===== src/rtl/gnpl_pkg.sv =====
`default_nettype none
package gnpl_pkg;

    localparam int unsigned COORD_W = 24;
    localparam int unsigned LABEL_W = 16;
    localparam int unsigned GRID_W  = 16;
    localparam int unsigned DIST_W  = 25;
    localparam int unsigned SQ_W    = 50;
    localparam int unsigned CFG_W   = 25;
    localparam int unsigned IDX_W   = 1;

    localparam logic [IDX_W-1:0] REG_GRID_SIZE      = 1'd0;
    localparam logic [IDX_W-1:0] REG_QUERY_DISTANCE = 1'd1;

    localparam logic CMD_INSERT = 1'b0;
    localparam logic CMD_QUERY  = 1'b1;

    typedef struct packed {
        logic                cmd;
        logic [COORD_W-1:0]  coord_north;
        logic [COORD_W-1:0]  coord_east;
        logic [LABEL_W-1:0]  label_index;
    } t_in_item;

    typedef struct packed {
        logic                found;
        logic [LABEL_W-1:0]  nearest_label;
        logic [DIST_W-1:0]   nearest_distance;
    } t_out_item;

    typedef struct packed {
        logic                cmd;
        logic [COORD_W-1:0]  north;
        logic [COORD_W-1:0]  east;
        logic [LABEL_W-1:0]  label;
        logic [COORD_W-1:0]  cell_n;
        logic [COORD_W-1:0]  cell_e;
    } t_job;

    typedef enum logic [1:0] {
        F_IDLE,
        F_DIV,
        F_PUSH
    } t_front_state;

    typedef enum logic [2:0] {
        B_IDLE,
        B_READ,
        B_WAIT,
        B_SQR,
        B_ROOT,
        B_DONE
    } t_back_state;

endpackage
`default_nettype wire


===== src/rtl/gnpl_queue.sv =====
`default_nettype none
module gnpl_queue (
    input  wire logic           i_clk,
    input  wire logic           i_rst_n,
    input  wire logic           i_push,
    input  wire gnpl_pkg::t_job i_job,
    input  wire logic           i_pop,
    output logic                o_full,
    output logic                o_empty,
    output gnpl_pkg::t_job      o_job
);

    gnpl_pkg::t_job r_mem [2];
    logic           r_wp, r_rp;
    logic [1:0]     r_cnt;

    always_ff @(posedge i_clk) begin
        if (!i_rst_n) begin
            r_wp  <= 1'b0;
            r_rp  <= 1'b0;
            r_cnt <= '0;
        end else begin
            if (i_push) r_wp <= ~r_wp;
            if (i_pop)  r_rp <= ~r_rp;
            r_cnt <= r_cnt + 2'(i_push) - 2'(i_pop);
        end
    end

    always_ff @(posedge i_clk) begin
        if (i_push) r_mem[r_wp] <= i_job;
    end

    assign o_full  = r_cnt == 2'd2;
    assign o_empty = r_cnt == 2'd0;
    assign o_job   = r_mem[r_rp];

endmodule
`default_nettype wire


===== config.mk =====
export PLATFORM = sky130hd
export DESIGN_NAME = gnpl_queue
export DESIGN_NICKNAME = d
export VERILOG_FILES = /design/src/rtl/gnpl_pkg.sv /design/src/rtl/gnpl_queue.sv
export SDC_FILE = /design/constraint.sdc
export NUM_CORES = 1
export LEC_CHECK = 0
export ABC_AREA = 1
export BUFFER_PORTS_ARGS = -buffer_cell sky130_fd_sc_hd__buf_4
export CORE_ASPECT_RATIO = 1.2
export CORE_MARGIN = 8
export CORE_UTILIZATION = 38
export CTS_CLUSTER_DIAMETER = 80
export CTS_CLUSTER_SIZE = 28
export DETAILED_ROUTE_END_ITERATION = 8
export MAX_ROUTING_LAYER = met4
export PLACE_DENSITY = 0.67
export SETUP_SLACK_MARGIN = 0.5
export SLEW_MARGIN = 20
export SYNTH_ARGS = -nofsm -noshare
export SYNTH_HDL_FRONTEND = slang
export SYNTH_SLANG_ARGS = --single-unit

===== constraint.sdc =====
create_clock -name i_clk -period 7.45 [get_ports i_clk]
set_input_delay 2.235 -clock i_clk [delete_from_list [all_inputs] [get_ports i_clk]]
set_output_delay 2.235 -clock i_clk [all_outputs]
set_load 0.05 [all_outputs]

==> run metrics <==
cell area after layout 0.0110 mm²; die area 0.0279 mm²; Clock Skews 0.0180 ns; crit share post-route 66.3%; RSZ-0062 raised after global routing no; worst slew pin tran 0.876 ns; via count 4221; max-slew violations 0; clock net sink count 231; largest family of logic cells by synthesized area multiplexers; Setup TNS Final 0 ns; Hold Fails Final Rpt 0; Layout area overhead 27.4%; Overflow after GRT 0; placed cell area 0.0107 mm²; hold slack 0.506 ns; crit start category register; synthesized instance count 385; max cap viols 0; nets@finish 740; Pre-antenna DRT Iters 4; proportion of synthesized area in mux cells 17.7%; first-pass GRT wire length 26.5 mm; worst skew pair latency 0.47 ns; Reg clk slew, reported paths 0.10 ns; CTS tree built; Num CTS Buffers 12; share of layout cells above drive strength 1 58.6%; Seq/Total Area, Yosys 79.4%; starting density of the core 38.6%; final wirelength 17.6 mm; Min-Delay Path Class register to register; clock tree buffer depth 3; final setup violation count 0; antenna violations before repair 1; Post-Syn Area per Cell 22.5 µm²; CTS hold repair buffers 0; Wirelength per Cell 19.4 µm; Highest Clock Rate 0.202 GHz; crit end category primary output; core region area 0.0224 mm²; synth unique cells 13; relative slew slack 41.6%; Via density 4.66; row cnt 60; RD Place Congestion 0.707; # port buffers 231; Fillers 1852; Synth Area in Adders 0.289%; Final min period 4.94 ns; number of global-route vias before repair 4780; Power Total 0.00275 W; Die X 154 µm; post-DP HPWL 12.3 mm; Syn Nets 504; Mapped Area 0.00867 mm²; Synth Area in Simple Gates 0.794%; GRT Total Usage 12.4%; root buf cell clkbuf_16; status completed; IO Count 232; DR DRC count 0; Leakage Power 4.26 nW; area fraction in compound gates after synthesis 0.0577%; Post-Synth XOR/XNOR Area 0%; Post-CTS Setup Bufs 0; Peak VDD IR 0.165 mV; final setup margin 2.51 ns; pwr dens 249 mW/mm²; final antenna-violating net count 0; setup slack at placement 2.96 ns; critical path required time 5.22 ns; Max H-tree Level 1; worst-path maximum fanout 53; arrival time of the worst setup path 2.71 ns; WS Path Type register to primary output; die height 181 µm; Yosys reg bits 231; drt initial violations 162; # resized after CTS 0; largest net degree at the start of global routing 87; YS warnings 0
Yosys cell counts:
cell type,n,share of area [%]
dfxtp_1,5,1.2
mux2_4,70,12
buf_2,4,0.23
nor2_1,9,0.39
ha_1,2,0.29
mux2_2,43,5.6
edfxtp_1,226,78
nand3_1,1,0.058
buf_8,1,0.17
nand2_1,8,0.35
buf_6,8,1.0
a21oi_1,1,0.058
inv_1,7,0.30
per-layer routing:
metal | part of all wire, % | GRT usage, % | wire (µm)
met3 | 7.7 | 4.06 | 1350
met4 | 1.3 | 2.83 | 228
met5 | 0 | - | 0
met1 | 40 | 13.6 | 7100
met2 | 51 | 21.5 | 8880
layout by cell type (no fill, tap or decap), drive strengths merged:
cell type,n
a21oi,1
buf,235
clkbuf,15
clkinv,1
dfxtp,5
diode,1
edfxtp,226
ha,2
inv,9
mux2,113
nand2,8
nand3,1
nor2,9
critical path, stage by stage, from the launching register on:
cell and delay (ns):
dfxtp_4 0.94, buf_4 0.64, mux2_2 0.42, buf_4 0.19
cells by family (layout without fill, tap and decap cells):
logic type	Yosys count	in the layout
AO/OA/AOI/OAI	1	1
multiplexers	113	113
buffers and inverters	20	260
other	0	1
flip-flops	231	231
AND/OR/NAND/NOR	18	18
adder cells (fa/ha/maj)	2	2
registers in the layout, indices dropped and copies added, names as in the netlist, named ones only:
register and count:
r_rp 1, r_cnt 2, r_mem 226, r_wp 1
through the flow:
| step | cells | utilization (%) |
|---|---|---|
| 2_1_floorplan | 385 | - |
| 3_3_place_gp | 886 | 47.6 |
| 3_5_place_dp | 886 | 47.6 |
| 4_1_cts | 904 | 49.2 |
| 5_1_grt | 905 | 49.2 |
| 6_report | 905 | 49.2 |
report_power, final:
group | switching (W) | internal, W
Clock | 0.000386 | 0.000325
Sequential | 0.0000268 | 0.00150
Combinational | 0.000319 | 0.000191
worst paths after layout:
check           start      endpoint  slack (ns)  cells past startpoint
max          register     o_job[36]        2.51                      3
min              r_rp          r_rp        0.51                      2
max reg2reg      r_wp  r_mem[1][88]        5.16                      3
min reg2reg      r_rp          r_rp        0.51                      2
cell type report:
type / count / area, µm² / area share (%)
inverters: 7 / 28.8 / 0.261
repair buffers: 235 / 1780 / 16.1
diodes: 1 / 2.50 / 0.0227
flip-flops and latches: 231 / 6890 / 62.4
well taps: 279 / 349 / 3.16
multi-input cells: 134 / 1640 / 14.9
clock inverters: 3 / 23.8 / 0.215
clock buffers: 15 / 333 / 3.01
Power figures use the tool's default switching activity.
