$ cat src/rtl/gnpl_pkg.sv
`default_nettype none
package gnpl_pkg;

    localparam int unsigned COORD_W = 24;
    localparam int unsigned LABEL_W = 16;
    localparam int unsigned GRID_W  = 16;
    localparam int unsigned DIST_W  = 25;
    localparam int unsigned SQ_W    = 50;
    localparam int unsigned CFG_W   = 25;
    localparam int unsigned IDX_W   = 1;

    localparam logic [IDX_W-1:0] REG_GRID_SIZE      = 1'd0;
    localparam logic [IDX_W-1:0] REG_QUERY_DISTANCE = 1'd1;

    localparam logic CMD_INSERT = 1'b0;
    localparam logic CMD_QUERY  = 1'b1;

    typedef struct packed {
        logic                cmd;
        logic [COORD_W-1:0]  coord_north;
        logic [COORD_W-1:0]  coord_east;
        logic [LABEL_W-1:0]  label_index;
    } t_in_item;

    typedef struct packed {
        logic                found;
        logic [LABEL_W-1:0]  nearest_label;
        logic [DIST_W-1:0]   nearest_distance;
    } t_out_item;

    typedef struct packed {
        logic                cmd;
        logic [COORD_W-1:0]  north;
        logic [COORD_W-1:0]  east;
        logic [LABEL_W-1:0]  label;
        logic [COORD_W-1:0]  cell_n;
        logic [COORD_W-1:0]  cell_e;
    } t_job;

    typedef enum logic [1:0] {
        F_IDLE,
        F_DIV,
        F_PUSH
    } t_front_state;

    typedef enum logic [2:0] {
        B_IDLE,
        B_READ,
        B_WAIT,
        B_SQR,
        B_ROOT,
        B_DONE
    } t_back_state;

endpackage
`default_nettype wire

$ cat src/rtl/gnpl_front.sv
`default_nettype none
module gnpl_front (
    input  wire logic                       i_clk,
    input  wire logic                       i_rst_n,
    input  wire logic                       i_start,
    input  wire gnpl_pkg::t_in_item         i_item,
    input  wire logic [gnpl_pkg::GRID_W-1:0] i_grid,
    input  wire logic                       i_q_full,
    output logic                            o_busy,
    output logic                            o_push,
    output gnpl_pkg::t_job                  o_job
);

    // Two restoring dividers run side by side, one quotient bit a cycle.
    localparam int unsigned CW = gnpl_pkg::COORD_W;
    localparam int unsigned RW = gnpl_pkg::GRID_W + 1;

    gnpl_pkg::t_front_state r_state, n_state;
    gnpl_pkg::t_in_item     r_item;
    logic [gnpl_pkg::GRID_W-1:0] r_div;
    logic [CW-1:0] r_qn, r_qe;
    logic [RW-1:0] r_rn, r_re;
    logic [4:0]    r_cnt;
    logic [RW-1:0] w_tn, w_te;
    logic          w_sub_n, w_sub_e;

    always_comb begin
        w_tn    = {r_rn[RW-2:0], r_qn[CW-1]};
        w_te    = {r_re[RW-2:0], r_qe[CW-1]};
        w_sub_n = w_tn >= {1'b0, r_div};
        w_sub_e = w_te >= {1'b0, r_div};
    end

    always_ff @(posedge i_clk) begin
        if (!i_rst_n) begin
            r_state <= gnpl_pkg::F_IDLE;
        end else begin
            r_state <= n_state;
        end
    end

    always_ff @(posedge i_clk) begin
        if (r_state == gnpl_pkg::F_IDLE && i_start) begin
            r_item <= i_item;
            r_div  <= (i_grid == '0) ? gnpl_pkg::GRID_W'(1) : i_grid;
            r_qn   <= i_item.coord_north;
            r_qe   <= i_item.coord_east;
            r_rn   <= '0;
            r_re   <= '0;
            r_cnt  <= '0;
        end else if (r_state == gnpl_pkg::F_DIV) begin
            r_rn  <= w_sub_n ? w_tn - {1'b0, r_div} : w_tn;
            r_re  <= w_sub_e ? w_te - {1'b0, r_div} : w_te;
            r_qn  <= {r_qn[CW-2:0], w_sub_n};
            r_qe  <= {r_qe[CW-2:0], w_sub_e};
            r_cnt <= r_cnt + 5'd1;
        end
    end

    always_comb begin
        n_state = r_state;
        o_busy  = r_state != gnpl_pkg::F_IDLE;
        o_push  = 1'b0;
        case (r_state)
            gnpl_pkg::F_IDLE: if (i_start) n_state = gnpl_pkg::F_DIV;
            gnpl_pkg::F_DIV:  if (r_cnt == 5'(CW - 1)) n_state = gnpl_pkg::F_PUSH;
            gnpl_pkg::F_PUSH: begin
                if (!i_q_full) begin
                    o_push  = 1'b1;
                    n_state = gnpl_pkg::F_IDLE;
                end
            end
            default: n_state = gnpl_pkg::F_IDLE;
        endcase
    end

    assign o_job = '{cmd: r_item.cmd, north: r_item.coord_north, east: r_item.coord_east,
                     label: r_item.label_index, cell_n: r_qn, cell_e: r_qe};

endmodule
`default_nettype wire

$ cat config.mk
export PLATFORM = sky130hd
export DESIGN_NAME = gnpl_front
export DESIGN_NICKNAME = d
export VERILOG_FILES = /design/src/rtl/gnpl_pkg.sv /design/src/rtl/gnpl_front.sv
export SDC_FILE = /design/constraint.sdc
export NUM_CORES = 1
export LEC_CHECK = 0
export BUFFER_PORTS_ARGS = -buffer_cell sky130_fd_sc_hd__buf_2
export CAP_MARGIN = 40
export CORE_MARGIN = 1
export CORE_UTILIZATION = 50
export CTS_CLUSTER_SIZE = 20
export DETAILED_ROUTE_END_ITERATION = 10
export GPL_ROUTABILITY_DRIVEN = 0
export GPL_TIMING_DRIVEN = 0
export HOLD_SLACK_MARGIN = 0.05
export PLACE_DENSITY = 0.76
export SLEW_MARGIN = 25
export SYNTH_ARGS = -nofsm -noshare
export SYNTH_HDL_FRONTEND = slang
export SYNTH_SLANG_ARGS = --single-unit
$ cat constraint.sdc
create_clock -name i_clk -period 5.98 [get_ports i_clk]
set_input_delay 0.299 -clock i_clk [delete_from_list [all_inputs] [get_ports i_clk]]
set_output_delay 0.299 -clock i_clk [all_outputs]
set_load 0.03 [all_outputs]
==> flow_metrics.py <==
metrics = {
    "synth": {
        "synth_area_leaders": "edfxtp_1 49%, dfxtp_1 9.9%, nand2_1 8.5%",
        "syn_nets": 839,
        "yosys.area.top_type": "edfxtp_1",
        "synth_top_family_by_area": "simple AND/OR/NAND/NOR gates",
        "synth-xor-area-share_pct": 2.55,
        "synth_cells": 719,
        "postSynth.asyncResetShare_pct": 0,
        "ys_seq_area_share_pct": 58.9,
        "synthSimpleGateAreaFrac_pct": 15.6,
        "synthAdderAreaFrac_pct": 5.73,
        "syn_area_um2": 7910,
        "synthMuxAreaShare_pct": 2.53,
        "synth_warnings": 0,
        "synth_area_per_cell_um2": 11.0,
        "synth_edf_count": 129,
        "synth_seq_cells": 168,
        "yosysUniqueCellTypes": 62,
        "synth_compound_area_share_pct": 11.0,
        "synth.top_cell.area_share_pct": 49.0,
        "ys.flop_type": "edfxtp_1",
    },
    "critical_path": {
        "crit_path_cell_trace": "nor2_1, nand2_1, inv_2, nor2_1, clkbuf_1, inv_2, buf_12",
        "r2r_slack_ps": 3240,
        "critPathMaxFanout": 27,
        "critical_path.max_stage_delay_ps": 530,
        "crit_path_end_kind": "flip-flop",
        "critical_path_class": "flip-flop to flip-flop",
        "slowest_stage": "clkbuf_1",
        "timing.rr.end": "r_qn[20]",
        "crit_arrival_ps": 2920,
        "r2r-start": "r_state[1]",
        "cp-start-kind": "flip-flop",
        "startpoint": "r_state[1]",
        "cp.required_ps": 6160,
        "ff2ff_path_depth": 7,
    },
    "worst_hold_path": {
        "min_to": "o_job[64]",
        "hp-start": "i_item[16]",
        "whs_path_depth": 1,
        "hold_path_class": "input pin to flip-flop",
    },
    "layout": {
        "layout_commonest_cell": "buf_2",
        "antenna_cells": 0,
        "fill_cells": 1123,
        "fin_area_um2": 10300,
        "nets": 1103,
        "final_cell_mix": "202 x buf_2, 178 x nand2_1, 129 x edfxtp_1",
        "area_delta_synth_final_pct": 29.7,
        "final_util_pct": 66.9,
        "final_cells": 1207,
        "drive_above_1_share_pct": 25.5,
    },
    "flow_run": {
        "drv_cap": 0,
    },
    "power": {
        "power_mw": 4.15,
        "p_leak_nw": 4.54,
        "p_per_area_nw_per_um2": 405,
        "vdd_drop_max_mv": 0.269,
    },
    "clocking": {
        "cts_inserted_buffers": 17,
        "cts-root-buf": "clkbuf_16",
        "clock-sinks": 168,
        "clock_path_buffers": 2,
        "cts_tree": "yes",
        "clk_pin_slew_ps": 70,
        "cts_max_level": 4,
        "insertion_delay_ps": 440,
        "cts_setup_buffers": 0,
    },
    "global_routing": {
        "grt_pass1_wl_mm": 34.5,
        "grt-ovfl-total": 0,
        "grt_use_total_pct": 28.1,
        "grt_max_degree": 50,
        "first_global_vias": 6562,
        "antenna_found_initial": 0,
    },
    "floorplanning": {
        "fp.dieH_um": 128,
        "start_util_pct": 51.6,
        "row_count": 45,
        "dieArea_um2": 16300,
        "ios": 200,
        "coreArea_um2": 15300,
        "die_w_um": 128,
    },
    "timing": {
        "setup_viol": 0,
        "maxSlewViolCount": 0,
        "finalCritPeriodShare_pct": 45.8,
        "clock.fmax_mhz": 365,
        "worst_pin_slew_ps": 666,
        "hold_ws_ps": 59.5,
        "max_slew_margin_pct": 55.6,
        "clock_skew_ps": 9.41,
        "hold_viol_final": 0,
        "rsz0062_at_grt": "no",
        "worst_slack_ps": 3240,
        "setup_tns_ps": 0,
        "min_period_ps": 2740,
    },
    "place": {
        "placedCellCount": 1131,
        "portBuffers": 199,
        "pre_cts_slack_ps": 3270,
        "hpwl_mm": 14.6,
        "place_area_um2": 9210,
    },
    "drt": {
        "drtIter0Drc": 496,
        "drt-pass1-iter-count": 5,
        "route.vias.total": 6591,
        "ant_nets": 0,
        "viasPerCell": 5.46,
        "wl_per_cell_um": 18.2,
        "drc": 0,
        "detail_route.wirelength_mm": 22.0,
    },
    "outcome": {
        "status": "finished, final reports clean",
    },
}
## synth_stat cells (all sizes together) (6+ instances only)
cell type	n
nor2	23
xnor2	12
nand4	6
edfxtp	129
nand2	179
inv	30
o211ai	9
nor3	12
nand3	28
ha	33
a21o	10
dfxtp	39
mux2i	20
and3	6
a21oi	25
clkbuf	34
o21ai	35
xor2	11
buf	6
## area by class of cell
cell class | count | area (um^2) | share of cell area (%)
sequential | 168 | 4650 | 45.4
multi-input combinational | 481 | 2960 | 28.9
timing repair buffer | 245 | 1480 | 14.4
clock buffer | 18 | 429 | 4.19
tap | 211 | 264 | 2.58
buffer | 40 | 180 | 1.76
clock inverter | 14 | 173 | 1.68
inverter | 30 | 113 | 1.10
## per-layer routing
metal  global-route usage [%]  part of all wire [%]  vias to the layer above
met2                     49.8                    51                      294
met4                     9.41                   2.5                        0
met1                     33.1                    38                     3166
met3                     7.18                   8.1                       35
li1                         -                     -                     3096
met5                        0                     0                        -
## how the worst max path moves through the flow
stage            endpoint  slack [ps]
3_5_place_dp     r_qn[17]        3270
5_1_grt          r_qn[20]        3100
2_1_floorplan  o_job[100]        2320
3_3_place_gp    o_job[71]         990
4_1_cts          r_qn[20]        3270
6_report         r_qn[20]        3240
## critical path: cells and delay by family, from the launching register on
family	cells	cell delay (ps)
buffers and inverters	4	1430
and+or+nand+nor	3	600
DFF	1	440
## sequential cells by signal (all words and copies together) (netlist names)
| name | cells |
|---|---|
| o_job | 65 |
| r_qe | 24 |
| r_qn | 24 |
| r_div | 16 |
| r_re | 16 |
| r_rn | 16 |
| r_cnt | 5 |
| r_state | 2 |
## what timing repair did
item                      in CTS  in global routing
hold buffers                  41                  3
gates resized for setup        0                  0
hold endpoints to repair      41                  3
## kinds of logic after synthesis
group / Yosys count
xor+xnor: 23
buf+inv: 70
flops: 168
fa+ha+maj: 35
compound gates: 121
simple gates: 282
mux: 20
## power breakdown
group | internal [mW] | total, mW | switching, mW
sequential | 1.45 | 1.56 | 0.110
combinational | 0.572 | 1.46 | 0.883
clock | 0.661 | 1.14 | 0.475
total | 2.68 | 4.15 | 1.47
No activity file was read; power rests on OpenSTA's default activity.
